$ cat config.mk
export PLATFORM = sky130hd
export DESIGN_NAME = fsgs_mod
export DESIGN_NICKNAME = d
export VERILOG_FILES = /design/src/fsgs_pkg.sv /design/src/fsgs_mod.sv
export SDC_FILE = /design/constraint.sdc
export NUM_CORES = 1
export LEC_CHECK = 0
export BUFFER_PORTS_ARGS = -buffer_cell sky130_fd_sc_hd__buf_2
export CAP_MARGIN = 40
export CORE_MARGIN = 3
export CORE_UTILIZATION = 55
export DETAILED_ROUTE_END_ITERATION = 10
export PLACE_DENSITY_LB_ADDON = 0.3
export RECOVER_POWER = 100
export SETUP_SLACK_MARGIN = 0.2
export SYNTH_ARGS = -nofsm -noshare
export SYNTH_HDL_FRONTEND = slang
export SYNTH_SLANG_ARGS = --single-unit
$ cat constraint.sdc
create_clock -name clk -period 2 [get_ports clk]
set_input_delay 0.5 -clock clk [delete_from_list [all_inputs] [get_ports clk]]
set_output_delay 0.5 -clock clk [all_outputs]
set_load 0.01 [all_outputs]
$ cat src/fsgs_pkg.sv
// Package for the flow sticky gateway selector.
// Holds sizes, codes, table entry types and the sequencer states.
// No dependencies.
package fsgs_pkg;

	localparam int MAX_GATES  = 8;
	localparam int FLOW_DEPTH = 64;

	localparam int GATE_IDX_W = $clog2(MAX_GATES);
	localparam int GATE_CNT_W = $clog2(MAX_GATES + 1);
	localparam int FLOW_IDX_W = $clog2(FLOW_DEPTH);
	localparam int FLOW_CNT_W = $clog2(FLOW_DEPTH + 1);

	localparam int MAC_W   = 48;
	localparam int IP_W    = 32;
	localparam int SPEED_W = 16;
	localparam int TIME_W  = 32;
	localparam int PORT_W  = 16;
	localparam int LIMIT_W = 16;
	localparam int CFG_IDX_W = 8;

	localparam logic [LIMIT_W-1:0] STALE_RESET = 16'd20;

	localparam logic [CFG_IDX_W-1:0] REG_OWN_MAC     = 8'd0;
	localparam logic [CFG_IDX_W-1:0] REG_STALE_LIMIT = 8'd1;

	localparam logic [1:0] MODE_DATA  = 2'd0;
	localparam logic [1:0] MODE_PONG  = 2'd1;
	localparam logic [1:0] MODE_ANTI  = 2'd2;
	localparam logic [1:0] MODE_SWEEP = 2'd3;

	typedef enum logic [3:0] {
		ST_CACHED  = 4'd0,
		ST_NEW     = 4'd1,
		ST_DROP    = 4'd2,
		ST_REFRESH = 4'd3,
		ST_ADDED   = 4'd4,
		ST_FULL    = 4'd5,
		ST_REMOVED = 4'd6,
		ST_UNKNOWN = 4'd7,
		ST_SWEPT   = 4'd8,
		ST_IGNORED = 4'd9
	} status_t;

	typedef enum logic [2:0] {
		S_IDLE,
		S_SCAN,
		S_MOD,
		S_PURGE,
		S_FIN
	} state_t;

	typedef struct packed {
		logic [MAC_W-1:0]   mac;
		logic [IP_W-1:0]    ip;
		logic [SPEED_W-1:0] speed;
		logic [TIME_W-1:0]  seen;
	} gate_t;

	typedef struct packed {
		logic [PORT_W-1:0]     port;
		logic [GATE_IDX_W-1:0] gate;
		logic [TIME_W-1:0]     seen;
	} flow_t;

	localparam int FLOW_W = $bits(flow_t);

endpackage

$ cat src/fsgs_mod.sv
// Restoring remainder unit: port number modulo gateway count, one bit a cycle.
// Depends on fsgs_pkg.
module fsgs_mod import fsgs_pkg::*; (
	input  logic                  clk,
	input  logic                  arst_n,
	input  logic                  start,
	input  logic [PORT_W-1:0]     dividend,
	input  logic [GATE_CNT_W-1:0] divisor,
	output logic                  done,
	output logic [GATE_IDX_W-1:0] rem
);

	localparam int CNT_W = $clog2(PORT_W + 1);

	logic                  busy_q;
	logic                  done_q;
	logic [CNT_W-1:0]      cnt_q;
	logic [PORT_W-1:0]     dq_q;
	logic [GATE_CNT_W-1:0] rem_q;
	logic [GATE_CNT_W-1:0] d_q;
	logic [GATE_CNT_W:0]   trial;
	logic [GATE_CNT_W:0]   diff;

	assign trial = {rem_q, dq_q[PORT_W-1]};
	assign diff  = trial - {1'b0, d_q};

	always_ff @(posedge clk or negedge arst_n) begin
		if (!arst_n) begin
			busy_q <= 1'b0;
			done_q <= 1'b0;
			cnt_q  <= '0;
		end else begin
			done_q <= busy_q && (cnt_q == CNT_W'(1));
			if (start) begin
				busy_q <= 1'b1;
				cnt_q  <= CNT_W'(PORT_W);
			end else if (busy_q) begin
				cnt_q <= cnt_q - CNT_W'(1);
				if (cnt_q == CNT_W'(1)) begin
					busy_q <= 1'b0;
				end
			end
		end
	end

	always_ff @(posedge clk) begin
		if (start) begin
			dq_q  <= dividend;
			rem_q <= '0;
			d_q   <= divisor;
		end else if (busy_q) begin
			dq_q <= {dq_q[PORT_W-2:0], 1'b0};
			if (trial >= {1'b0, d_q}) begin
				rem_q <= diff[GATE_CNT_W-1:0];
			end else begin
				rem_q <= trial[GATE_CNT_W-1:0];
			end
		end
	end

	assign done = done_q;
	assign rem  = rem_q[GATE_IDX_W-1:0];

endmodule

# == Word level (Yosys, flattened, before mapping) ==
# Index checks and enable logic that the tools add are counted.
# totals
word_cells,20
register_bits,31
inputBits,23
out_inout_bits,4
# op_classes
eq_ne,1
mux,8
n_addsub,2
reduce_logical,2
n_lt_le_gt_ge,1
# ops
op,count
2-to-1 mux 16 bit,2
2-to-1 mux 5 bit,2
"equality test 5 x 1 -> 1 bit, second input constant",1
greater-or-equal comparator 5 x 4 -> 1 bit,1
"subtractor 5 x 1 -> 5 bit, second input constant",1
2-to-1 mux 4 bit,1
subtractor 4 bit,1
2-to-1 mux 1 bit,3
nonzero test 2 bit,1
logical AND 1 bit,1

# == Depth between registers and ports, before layout ==
# depth
depth_word,4
ltp_mapped,8
depth_no_buf,8

# == Worst setup path after synthesis ==
# Ideal clock, no wire load.
# synth_timing
kind,register to register
from,register dq_q[15]
to,register rem_q[2]
n_path_buf,0
period_less_slack_ns,1.751
t_required_ns,1.885
setup_time_ns,0.115
path_slack_ns,0.249
t_arrival_ns,1.635
stages_incl_launch_ff,7
path_cell_list,edfxtp_1 -> inv_1 -> ha_1 -> nand2b_1 -> a2111o_1 -> a211o_1 -> and3_1
# synth_via
elab_chain_cells,2
elab_cells_between_ends,3
cone_classes,1 x add/sub; 1 x order compare; 1 x mux
# synth_lines
item,line,rtl
"start, declared",fsgs_mod.sv:18,logic [PORT_W-1:0] dq_q;
"start signal, assigned",fsgs_mod.sv:48,dq_q <= dividend;
"start signal, assigned",fsgs_mod.sv:52,"dq_q <= {dq_q[PORT_W-2:0], 1'b0};"
subtractor 4 bit / greater-or-equal comparator 5 x 4 -> 1 bit (equally long branches),"fsgs_mod.sv:25, fsgs_mod.sv:53",
2-to-1 mux 4 bit (*),fsgs_mod.sv:53,"if (trial >= {1'b0, d_q}) begin"
"end signal, assigned",fsgs_mod.sv:54,rem_q <= diff[GATE_CNT_W-1:0];
"end signal, assigned",fsgs_mod.sv:56,rem_q <= trial[GATE_CNT_W-1:0];
"end, declared",fsgs_mod.sv:19,logic [GATE_CNT_W-1:0] rem_q;
# Every way passes the cells marked *; elsewhere a longest branch is shown, timed or not.
# A chain may end at the register's enable or synchronous reset.

# == Worst setup path after layout ==
# layout_timing
from,register rem_q[1]
to,register rem_q[3]
# layout_via
elab_chain_cells,2
elab_cells_between_ends,3
cone_classes,1 x add/sub; 1 x order compare; 1 x mux
# layout_lines
item,line
subtractor 4 bit / greater-or-equal comparator 5 x 4 -> 1 bit (equally long branches),"fsgs_mod.sv:25, fsgs_mod.sv:53"
2-to-1 mux 4 bit (*),fsgs_mod.sv:53
# Marks and branches as above.

==> results.py <==
metrics = {
    "outcome": {
        "outcome": "complete, no violations",
    },
    "detailed_routing": {
        "final_antenna_net_count": 0,
        "routed-via-count": 1028,
        "drc": 0,
        "routed_wirelength_mm": 2.77,
        "avgViaCountPerCell": 5.62,
        "dr.pass1.iters": 4,
        "wire_per_inst_um": 15.1,
        "dr.first_iter.drc_count": 62,
    },
    "final_layout": {
        "mostFrequentLayoutCells": "21 x buf_2, 20 x edfxtp_1, 16 x mux2_2",
        "diodes": 0,
        "multi_input_area_um2": 656,
        "fillers": 200,
        "area_growth_pct": 12.3,
        "instances_no_fill": 183,
        "drive_above_1_share_pct": 34.6,
        "layout_commonest_cell": "buf_2",
        "final_nets": 182,
        "regArea_um2": 856,
    },
    "grt": {
        "track_usage_pct": 17.0,
        "grt_max_degree": 26,
        "antenna_found_initial": 0,
        "grt_pass1_wl_mm": 4.33,
        "overflow": 0,
        "grt_pass1_vias": 993,
    },
    "critical_path": {
        "cp_data_required_time_ns": 2.23,
        "cp.arrival_ns": 2.05,
        "crit_fanout": 7,
        "cp-startpoint": "rem_q[1]$_SDFFE_PP0P_",
        "regToRegStartpoint": "rem_q[1]$_SDFFE_PP0P_",
        "critPathKind": "flip-flop to flip-flop",
        "crit_path_end_kind": "flip-flop",
        "start_kind": "flip-flop",
    },
    "hold_path": {
        "min_path_type": "input port to flip-flop",
        "min_from": "divisor[3]",
    },
    "clock_tree": {
        "numClockSinks": 31,
        "cts_setup_buffers": 0,
        "path_clk_slew_ns": 0.10,
        "numCtsBuffers": 5,
        "clockBufferDepth": 2,
        "root_buffer": "clkbuf_4",
        "clk_latency_ns": 0.33,
        "cts_tree": "yes",
        "htreeDepth": 2,
    },
    "synthesis": {
        "synthCells": 124,
        "ys.flop_type": "edfxtp_1",
        "yosysTopAreaCell": "edfxtp_1",
        "ys_async_sr_fraction_pct": 22.6,
        "syn_area_per_cell_um2": 12.8,
        "yosys-top-cells-area": "edfxtp_1 38%, mux2_2 11%, dfrtp_1 11%",
        "yosys.area.top_type_share_pct": 37.9,
        "synth_seq_area_share_pct": 54.1,
        "synth_nets": 154,
        "synthesis.area_mm2": 0.00158,
        "synth-edff-count": 20,
        "synth_cell_types": 36,
        "ys_seq_elements": 31,
        "yosysWarnings": 0,
    },
    "power_and_ir_drop": {
        "power_leakage_nw": 0.754,
        "peakVddDrop_mv": 0.948,
        "powerDensity_mw_per_mm2": 1140,
    },
    "die": {
        "initial_core_util_pct": 60.6,
        "die-area_mm2": 0.00356,
        "die_h_um": 59.6,
        "rows": 18,
        "core_area_mm2": 0.00261,
        "fp.dieW_um": 59.6,
        "io_pins": 27,
    },
    "sta": {
        "rsz0062_at_grt": "true",
        "tightest_slew_ns": 0.506,
        "period_needed_ns": 1.81,
        "setup_slack_ns": 0.186,
        "clock.fmax_mhz": 551,
        "hold_viol_final": 0,
        "finalSetupViolations": 0,
        "min_period_over_period_pct": 90.7,
        "max-slew-margin-rel_pct": 66.3,
        "finClkSkew_ns": 0.00781,
        "fin_setup_tns_ns": 0,
        "drv_slew": 0,
    },
    "placed_design": {
        "post-dp-hpwl_mm": 1.86,
        "place_ws_ns": 0.162,
        "dp_cells": 174,
        "port_buffers": 26,
        "gp_congestion": 0.898,
    },
    "job": {
        "drv_cap": 0,
    },
}
## flip-flops by register name, indices dropped and copies added, names as in the netlist
name,flops
cnt_q,5
done,1
dq_q,16
busy_q,1
d_q,4
rem_q,4
## through the flow
step / power (mW) / utilization, % / hold slack [ns] / area [um2]
detailed placement: 1.65 / 65.1 / 0.340 / 1700
global route: 2.17 / 68.1 / 0.309 / 1780
CTS: 2.01 / 68.0 / 0.323 / 1780
finish: 2.03 / 68.1 / 0.337 / 1780
floorplan: 1.55 / - / 0.204 / 1580
global placement: 1.62 / 65.1 / 0.335 / 1700
## cell usage after synthesis, types with 2 or more instances
cell       n
nand2b_1   5
a21oi_1    2
xnor2_1    4
inv_1      9
o21ai_0    5
ha_1       6
buf_6      3
dfxtp_1    4
mux2_2    16
nor2_1    10
buf_4      3
edfxtp_1  20
nand2_1    5
dfrtp_1    7
a311oi_1   4
## what timing repair did
| item | in CTS | in global routing |
|---|---|---|
| pin swaps | 1 | 3 |
| gates cloned | 0 | 0 |
| setup endpoints to repair | 1 | 4 |
| hold buffers | 1 | 0 |
| resized for setup | 3 | 6 |
| endpoints found under the hold margin | 7 | 0 |
## cells by family (layout without fill, tap and decap cells)
logic type / after synthesis / count (layout) / share of synthesized area [%]
AO/OA/AOI/OAI: 19 / 19 / 10.5
AND/OR/NAND/NOR: 29 / 29 / 9.01
XOR/XNOR: 5 / 5 / 2.77
buffers and inverters: 17 / 46 / 6.24
multiplexers: 16 / 16 / 11.4
flip-flops: 31 / 31 / 54.1
adder cells (fa/ha/maj): 7 / 7 / 6.01
## layer usage
metal | vias to the layer above | global-route usage [%] | part of all wire, %
met4 | 0 | 8.86 | 2.3
met2 | 37 | 25.3 | 50
met5 | - | 0 | 0
met1 | 485 | 20.4 | 41
li1 | 498 | - | -
met3 | 8 | 7.84 | 6.7
## layout make-up
cell class	instances	area share (%)
Sequential cell	31	48.1
Multi-Input combinational cell	76	36.9
Timing Repair Buffer	29	8.02
Clock buffer	5	2.11
Tap cell	30	2.11
Inverter	9	1.90
Clock inverter	3	0.844
## where the power goes
| part | switching, mW | total [mW] | leakage [nW] | internal, mW |
|---|---|---|---|---|
| Clock | 0.214 | 0.344 | 0.0347 | 0.131 |
| Sequential | 0.100 | 0.925 | 0.327 | 0.824 |
| Combinational | 0.372 | 0.758 | 0.392 | 0.386 |
| Total | 0.686 | 2.03 | 0.754 | 1.34 |
## critical path, stage by stage, from the launching register on
cell,delay (ns)
dfxtp_1,0.36
ha_1,0.41
nand2_1,0.09
o21ai_0,0.20
mux2_2,0.36
o41ai_1,0.30
## final timing paths
check	endpoint	slack [ns]	cells past startpoint
hold / removal	d_q[3]$_DFFE_PP_	0.34	1
max in group asynchronous	cnt_q[1]$_DFFE_PN0P_	1.16	2
setup / recovery	rem_q[3]$_SDFFE_PP0P_	0.19	5
hold reg to reg	rem_q[3]$_SDFFE_PP0P_	0.48	2
setup reg to reg	rem_q[3]$_SDFFE_PP0P_	0.19	5
min in group asynchronous	busy_q$_DFF_PN0_	0.59	2
Note: power is estimated with default switching activity, not from simulation.
