===== src/fsgs_ram.sv =====
// Generic single write port, single read port RAM with registered read data.
// No dependencies.
module fsgs_ram #(
	parameter int WIDTH = 8,
	parameter int DEPTH = 16
) (
	input  logic                     clk,
	input  logic                     we,
	input  logic [$clog2(DEPTH)-1:0] waddr,
	input  logic [WIDTH-1:0]         wdata,
	input  logic                     re,
	input  logic [$clog2(DEPTH)-1:0] raddr,
	output logic [WIDTH-1:0]         rdata
);

	logic [WIDTH-1:0] mem_q [DEPTH];

	always_ff @(posedge clk) begin
		if (we) begin
			mem_q[waddr] <= wdata;
		end
		if (re) begin
			rdata <= mem_q[raddr];
		end
	end

endmodule


===== config.mk =====
export PLATFORM = sky130hd
export DESIGN_NAME = fsgs_ram
export DESIGN_NICKNAME = d
export VERILOG_FILES = /design/src/fsgs_ram.sv
export SDC_FILE = /design/constraint.sdc
export NUM_CORES = 1
export LEC_CHECK = 0
export BUFFER_PORTS_ARGS = -buffer_cell sky130_fd_sc_hd__buf_2
export CAP_MARGIN = 20
export CORE_MARGIN = 3
export CORE_UTILIZATION = 30
export CTS_CLUSTER_SIZE = 20
export DETAILED_ROUTE_END_ITERATION = 7
export GPL_TIMING_DRIVEN = 1
export MAX_ROUTING_LAYER = met4
export PLACE_DENSITY = 0.46
export SKIP_CTS_REPAIR_TIMING = 1
export SLEW_MARGIN = 20
export SYNTH_ARGS = -nofsm -noshare
export SYNTH_HDL_FRONTEND = slang
export SYNTH_SLANG_ARGS = --single-unit

===== constraint.sdc =====
create_clock -name clk -period 2.6 [get_ports clk]
set_input_delay 0.65 -clock clk [delete_from_list [all_inputs] [get_ports clk]]
set_output_delay 0.65 -clock clk [all_outputs]
set_load 0.01 [all_outputs]

## Yosys cells after proc, flatten, opt, wreduce, memory -nomap -nowiden

Memories as Yosys holds them, arrays and structs flattened. A register that Yosys moved wholly into a read port is not among the register bits.
Index checks and enable logic that the tools add are counted.

- Bitwise logic cells: 0
- Muxes and demuxes: 2
- $lt $le $gt $ge: 0
- Reduce and logical (&&, ||, !) cells: 0
- Add/sub/neg operators: 0
- Equal/unequal tests: 0
- Shift operators: 0
- Multiply operators: 0
- Div/mod/pow operators: 0

Operator list:

| cell | number |
|---|---|
| two-way mux 1 bit | 2 |

- Output and inout port bits: 8
- Bits in writable memories: 128
- Latch bits: 0
- Bits in registers: 0
- Memories: 1
- Logic and storage cells: 3
- ROM bits: 0
- Input bits: 19

Memory list:

| name | depth | bits a word | read ports | clocked after Yosys merged registers in | wr ports | RTL line | RTL |
|---|---|---|---|---|---|---|---|
| mem_q | 16 | 8 | 1 | 1 | 1 | 16 | `logic [WIDTH-1:0] mem_q [DEPTH];` |

## Depth between registers and ports, before layout

Gate-level depths: netlist (run 1).

- Word-level depth: 2
- Depth in mapped cells: 5
- Gate-level depth less buffers: 3

## Least setup slack after synthesis (run 1)

No wires, ideal clock.

- Path kind: in2reg
- From: in waddr[2]
- To: mem mem_q[0][0], enable pin
- Stages: 2
- Required time: 2.217 ns
- Path buffers: 0
- Setup slack: 0.457 ns
- Setup time: 0.383 ns
- Data arrival time: 1.760 ns
- Cells stage by stage: or3b_2 > nor3_1

RTL lines:

| item | RTL line | RTL |
|---|---|---|
| start, declared | 9 | `input logic [$clog2(DEPTH)-1:0] waddr,` |
| end, declared | 16 |  |

Straight into the memory's write port.

==> results, run 1 <==
- The largest buffer count on any clock path is 2.
- At the worst endpoint, the required time is 2750 ps.
- After synthesis the netlist holds a flip-flop and latch count of 136.
- The core region is 16800 µm².
- The highest clock rate is 521 MHz.
- The ratio of total power to cell area is 799 nW/µm².
- The worst-case IR drop observed on VDD is 507 µV.
- The number of nets handed over by synthesis was 248.
- Buffers inserted during clock tree synthesis total 17.
- The count of H-tree levels built during CTS is 4.
- In the routed layout, each cell is associated on average with a via count of 4.66.
- The die outline area is 19000 µm².
- The adder and majority cell fraction of the synthesized area is 0.
- The clock-pin slew reported for the worst setup and hold paths after clock tree synthesis is 50 ps.
- The share of synthesized area in the top cell type comes to 0.781.
- The dominant combinational cell family by area after synthesis is multiplexers.
- The final period demand of the worst path is 1920 ps.
- The actual slew at the worst max-slew pin is 485 ps.
- The longest individual stage delay on the worst path is 560 ps.
- The boundary pin count is 27.
- The worst hold path belongs to the class in2reg.
- The setup path with the least slack is of type in2reg.
- The pin count of the biggest net entering global routing is 23.
- TritonCTS built the clock tree.
- The biggest area contributor in the post-synthesis netlist is sky130_fd_sc_hd__edfxtp_1.
- The site row count is 47.
- For this configuration, the core starts out at a cell density of 0.311.
- The first global-routing pass estimated 17000 µm of wire.
- For this run, the post-layout net count is 306.
- Of all nets on the critical path, the largest fanout is 18.
- The initial antenna violation count was 0.
- The aggregate global routing overflow is 0.
- The final layout contains routed wiring with a total length of 11000 µm.
- Once detail routing completed, the nets flagged for antenna violations numbered 0.
- The share of the Yosys chip area taken by registers is 0.781.
- The core utilization of the finished layout is 0.376.
- Among all cell types in the netlist, the one instantiated most often is sky130_fd_sc_hd__edfxtp_1.
- For this run, design rule violations remaining after detail routing come to 0.
- In the global route stage, overall resource usage came out at 0.128.
- The complex-gate fraction of the synthesized area is 0.0230.
- The number of buffer and inverter instances along the worst setup path is 2.
- The simple-gate share of the synthesized area is 0.0314.
- For this block, the via count after detailed routing is 2422.
- In the final routed layout, each cell accounts on average for 21.2 µm.
- Measured against its own limit, the worst slew margin works out to 0.676.
- The fraction of final layout cells with drive strength greater than 1 is 0.307.
- In the synthesized netlist the async set-or-reset flop fraction comes to 0.
- Detailed placement ended at an HPWL of 7180 µm.
- The multiplexer share of the synthesized area is 0.148.
- 0 antenna diodes ended up in the layout.
- Of the total synthesized cell area, the portion taken by XOR and XNOR cells is 0.
- The post-route setup TNS is 0 ps.
- Of the available clock period, the critical path in the final layout requires 0.739.
- Setup repair after global routing left no endpoint under its margin.
- Between clock sinks in the finished design, the worst skew comes to 3.62 ps.
- By count the netlist is led by 136 x sky130_fd_sc_hd__edfxtp_1, 18 x sky130_fd_sc_hd__mux4_2, 16 x sky130_fd_sc_hd__a22oi_1.
- The overall die height is 138 µm.
- The die is 138 µm wide.
- By area the synthesized netlist is led by sky130_fd_sc_hd__edfxtp_1 78%, sky130_fd_sc_hd__mux4_2 7.8%, sky130_fd_sc_hd__mux4_1 7.0%.
- The first detailed-routing pass ran for 4 iterations.
- The gate count after technology mapping is 229.
- The max-slew violation total from the final report is 0.
- For the worst-skew pair, the clock arrives at the later sink with an insertion delay of 410 ps.
- The area growth from synthesis to layout is 20.8%.
- The run finished with clean final reports.
- Summed over all cells, the static leakage comes to 2.11 nW.
- Routability-driven placement finished with a final weighted congestion of 0.696.
- The root buffer cell chosen for the clock tree is sky130_fd_sc_hd__clkbuf_16.
- The worst setup path is captured at a flop.
- STA classifies the critical path startpoint as an input pin.
- The Yosys step of the flow raised 0 warnings.
- In this run the cell area of the synthesized design comes to 5230 µm².
- The main flop type after synthesis is sky130_fd_sc_hd__edfxtp_1.
- The total of max-cap violations is 0.
- The count of unique library cells instantiated by Yosys is 18.
- STA puts the critical path data arrival time at 2070 ps.
- Traced cell by cell, the critical path runs through buf_2 > buf_12 > mux4_1 > a22oi_1 > nand2_1.
- The violation count after the first detailed-route iteration is 213.
- The layout filler cell count is 1562.
- The cell family contributing the most delay on the critical path is multiplexers.
- The synthesized design contains 136 enable-type register cells.
- The via count of the first global-routing pass is 2642.
- The slowest cell on the critical path is sky130_fd_sc_hd__mux4_1.
- The number of endpoints with negative hold slack in the final report came to 0.
- The number of I/O port buffers is 26.
- Setup violations remaining at the end of the flow were counted as 0.
- The tree built by TritonCTS fans out to 136 sinks.
- After synthesis, the mean cell area works out to 22.8 µm².
## area by class of cell
class                   instances  area (µm²)  share of cell area
clock inverters                10         128              0.0202
well taps                     220         275              0.0436
multi-input cells              83        1060               0.167
flip-flops and latches        136        4080               0.647
clock buffers                  22         444              0.0703
repair buffers                 49         328              0.0519
## per-layer routing
layer  wire, µm  vias to the layer above  GRT usage
met4        231                        0     0.0530
met3        447                       16     0.0328
li1           -                     1095          -
met1       4810                     1260      0.160
met5          0                        -          -
met2       5550                       51      0.199
## power breakdown
part	switching (mW)	leakage [nW]	total, mW	internal [mW]
clock	0.833	0.275	2.33	1.49
combinational	0.138	0.603	0.238	0.100
sequential	0.0113	1.24	2.48	2.47
total	0.982	2.11	5.05	4.07
## sequential cells by signal (all words and copies together) (netlist names)
signal  cells
mem_q     128
rdata       8
## cells in the final DEF, fill, tap and decap left out, types with 2 or more instances in the layout
cell type                   Yosys  layout
sky130_fd_sc_hd__clkbuf_16      0      17
sky130_fd_sc_hd__buf_12         0       2
sky130_fd_sc_hd__clkinv_2       0       2
sky130_fd_sc_hd__clkinv_1       0       3
sky130_fd_sc_hd__nor2_1        13      13
sky130_fd_sc_hd__buf_2          3      26
sky130_fd_sc_hd__nand3b_1       2       2
sky130_fd_sc_hd__nand2_1        9       9
sky130_fd_sc_hd__clkbuf_1       0       5
sky130_fd_sc_hd__edfxtp_1     136     136
sky130_fd_sc_hd__a22oi_1       16      16
sky130_fd_sc_hd__buf_4          1      21
sky130_fd_sc_hd__bufinv_16      0       3
sky130_fd_sc_hd__nor3_1         4       4
sky130_fd_sc_hd__nand2b_1       2       2
sky130_fd_sc_hd__mux4_1        14      14
sky130_fd_sc_hd__mux4_2        18      18
## metrics by stage
step | worst slack, ps | cell area (µm²) | cells | power [mW] | hold WS (ps)
final | 680 | 6320 | 520 | 5.05 | 609
after global routing | 626 | 6320 | 520 | 5.24 | 602
after CTS | 726 | 6320 | 520 | 5.11 | 592
after detailed placement | 278 | 5740 | 488 | 2.77 | 732
after global placement | 270 | 5740 | 488 | 2.77 | 731
after floorplan | 457 | 5230 | 229 | 2.66 | 705
## cells by family (layout without fill, tap and decap cells)
family	after synthesis	after routing
AO/OA/AOI/OAI	16	16
buffers and inverters	10	81
flip-flops	136	136
multiplexers	32	32
AND/OR/NAND/NOR	35	35
## worst paths after layout
check / from / endpoint / slack [ps] / depth (start not counted)
setup / recovery: raddr[0] / rdata[1] / 680 / 5
hold / removal: re / rdata[3] / 610 / 1
setup reg to reg: mem_q[1][1] / rdata[1] / 1020 / 3
hold reg to reg: mem_q[14][1] / rdata[1] / 740 / 3
(Power assumes the default switching activity.)
==> inputs of run 2 (changes only) <==
--- a/config.mk
+++ b/config.mk
@@ -13,7 +13,7 @@
 export DETAILED_ROUTE_END_ITERATION = 7
 export GPL_TIMING_DRIVEN = 1
 export MAX_ROUTING_LAYER = met4
-export PLACE_DENSITY = 0.46
+export PLACE_DENSITY = 0.47
 export SKIP_CTS_REPAIR_TIMING = 1
 export SLEW_MARGIN = 20
 export SYNTH_ARGS = -nofsm -noshare
==> constraint.sdc (replaced) <==
create_clock -name clk -period 1.6 [get_ports clk]
set_input_delay 0.4 -clock clk [delete_from_list [all_inputs] [get_ports clk]]
set_output_delay 0.4 -clock clk [all_outputs]
set_load 0.01 [all_outputs]
==> run 2 against run 1 <==
  * Worst hold slack got worse by 230 ps
  * First-iteration DRC count increased by 24%
  * Via count grew 0.12%
  * Critical path type unchanged
  * Final cell count stayed put
  * Clock skew rose by 3.1 ps
  * Global-route usage shrank 0.23 points
==> results, run 2 (same netlist as run 1, synthesis figures left out) <==
- The run finished with clean final reports.
- The global router's overall resource usage is 0.125.
- The detailed router finished its first iteration with 264 violations.
- The tool flagged a number of max-cap violations equal to 0.
- The kind of end point of the critical path is a flop.
- The number of endpoints with negative hold slack in the final report is 0.
- In the layout the commonest cells are 136 x sky130_fd_sc_hd__edfxtp_1, 31 x sky130_fd_sc_hd__mux4_2, 26 x sky130_fd_sc_hd__buf_2.
- The type of the setup path with the least slack is in2reg.
- The startpoint identified for the worst hold timing path is re.
- The most critical setup path has its startpoint at raddr[0].
- Of the available clock period, the critical path in the final layout requires 0.951.
- The number of I/O port buffers is 26.
- The number of cells in the finished layout apart from fillers is 520.
- The horizontal die dimension is 138 µm.
- The fraction of final layout cells with drive strength greater than 1 is 0.373.
- Compared with the post-synthesis result, the final layout area differs by 20.6%.
- The average wire length per cell after detail routing is 21.2 µm.
- The max-slew violation total from the final report is 0.
- The clock-pin slew reported for the worst setup and hold paths after clock tree synthesis is 60 ps.
- In this run the static leakage power is 2.08 nW.
- The clock period could shrink to 1520 ps.
- The library cell used most frequently in the layout, excluding fill and tap cells, is sky130_fd_sc_hd__edfxtp_1.
- The min-delay analysis places its worst path in the category in2reg.
- The number of buffers added by the clock tree synthesis step is 17.
- Counting flops per register, the top entry is mem_q.
- After global routing the overflow that remains totals 0.
- The die covers 19000 µm².
- The via count of the first global-routing pass came to 2513.
- The antenna cell count is 0.
- Setup repair after global routing left no endpoint under its margin.
- For this design the top-level I/O count stands at 27.
- The layout filler cell count is 1577.
- The maximum ir drop on the vdd rail is 684 µV.
- Power comes to 8.22 mW.
- The ratio of total power to cell area is 1300 nW/µm².
- The site row count is 47.
- The placed wire-length estimate is 7100 µm.
- TritonCTS built the clock tree.
- Setup violations remaining at the end of the flow were counted as 0.
- At the worst endpoint, the required time is 1760 ps.
- The maximum fanout count along the critical path is 13.
- The initial core utilization is 0.311.
- Based on the critical path, the design can be clocked at up to 657 MHz.
- The initial antenna violation count was 0.
- The detailed-routing iteration count for the pre-antenna-repair pass is 4.
- After detailed routing, the number of vias per cell comes to 4.66.
- The worst setup path is launched from an input pin.
- For this block, the via count after detailed routing is 2425.
- The setup clock skew after layout is 6.73 ps.
- The flip-flop count of the largest register, all copies and words added is 128.
- The startpoint of the most critical register-to-register path is mem_q[1][0].
- The pin count of the biggest net entering global routing is 20.
- The largest registers in the layout are mem_q (128), rdata (8).
- The cell total after placement is 488.
- The count of nets left with antenna violations once routing finished came out at 0.
- The post-route setup TNS is 0 ps.
- The global-route wire length before repair is 16700 µm.
- The root buffer cell chosen for the clock tree is sky130_fd_sc_hd__clkbuf_16.
- For the worst-skew pair, the clock arrives at the later sink with an insertion delay of 410 ps.
- The die is 138 µm tall.
- The arrival time of the worst setup path is 1680 ps.
- The core outline area is 16800 µm².
- Measured against its own limit, the worst slew margin works out to 0.465.
- Across all hold checks on the routed design, the worst slack comes to 376 ps.
- The actual slew at the worst max-slew pin is 800 ps.
- Routability-driven placement finished with a final weighted congestion of 0.719.
- Counting along the longest clock path gives a buffer depth of 2.
- The number of sinks driven by the clock tree is 136.
- For this run, design rule violations remaining after detail routing come to 0.
- CTS built an H-tree with a depth of 4.
- The sum of routed wire length over all layers is 11000 µm.
- At the end of the flow, the number of nets in the layout was 306.
run 2: cell types whose count changed in the layout (fill, tap and decap cells not counted), sizes merged:
cell      delta
bufinv       -1
clkbuf       -4
clkinv       +1
clkinvlp     -1
inv          +5
run 2: final cells by class:
cell class / count / area [µm²] / area share
well taps: 220 / 275 / 0.0437
repair buffers: 49 / 353 / 0.0560
flip-flops and latches: 136 / 4080 / 0.648
clock buffers: 18 / 429 / 0.0681
multi-input cells: 83 / 1020 / 0.162
clock inverters: 14 / 146 / 0.0232
run 2: through the flow:
step	instance area (µm²)	utilization	worst slack, ps
floorplan	5220	-	-66.1
global placement	5730	0.340	-479
detailed placement	5730	0.340	-465
CTS	6300	0.375	-22.1
global route	6310	0.375	15.7
finish	6310	0.375	77.8
run 2: final timing paths:
| path | to | slack [ps] | cells after the start |
|---|---|---|---|
| worst max-delay path | rdata[0] | 80 | 5 |
| worst min-delay path | rdata[6] | 380 | 1 |
| worst min register to register | rdata[5] | 740 | 3 |
| worst max register to register | rdata[0] | 100 | 3 |
run 2: layer usage:
metal,vias up,wire length [µm],share of wire,global-route usage
met1,1266,5090,0.46,0.176
met5,-,0,0,-
li1,1085,-,-,-
met3,10,623,0.056,0.0397
met4,0,124,0.011,0.0359
met2,64,5190,0.47,0.177
run 2: critical path, cell delays in order:
cell and delay [ps]:
sky130_fd_sc_hd__buf_2 140, sky130_fd_sc_hd__buf_12 180, sky130_fd_sc_hd__mux4_1 580, sky130_fd_sc_hd__a22oi_2 300, sky130_fd_sc_hd__nand2_1 80
run 2: where the power goes:
group	leakage, nW	internal (mW)	total [mW]	switching (mW)
Clock	0.286	2.31	3.78	1.47
Sequential	1.24	4.01	4.04	0.0227
Combinational	0.559	0.174	0.403	0.229
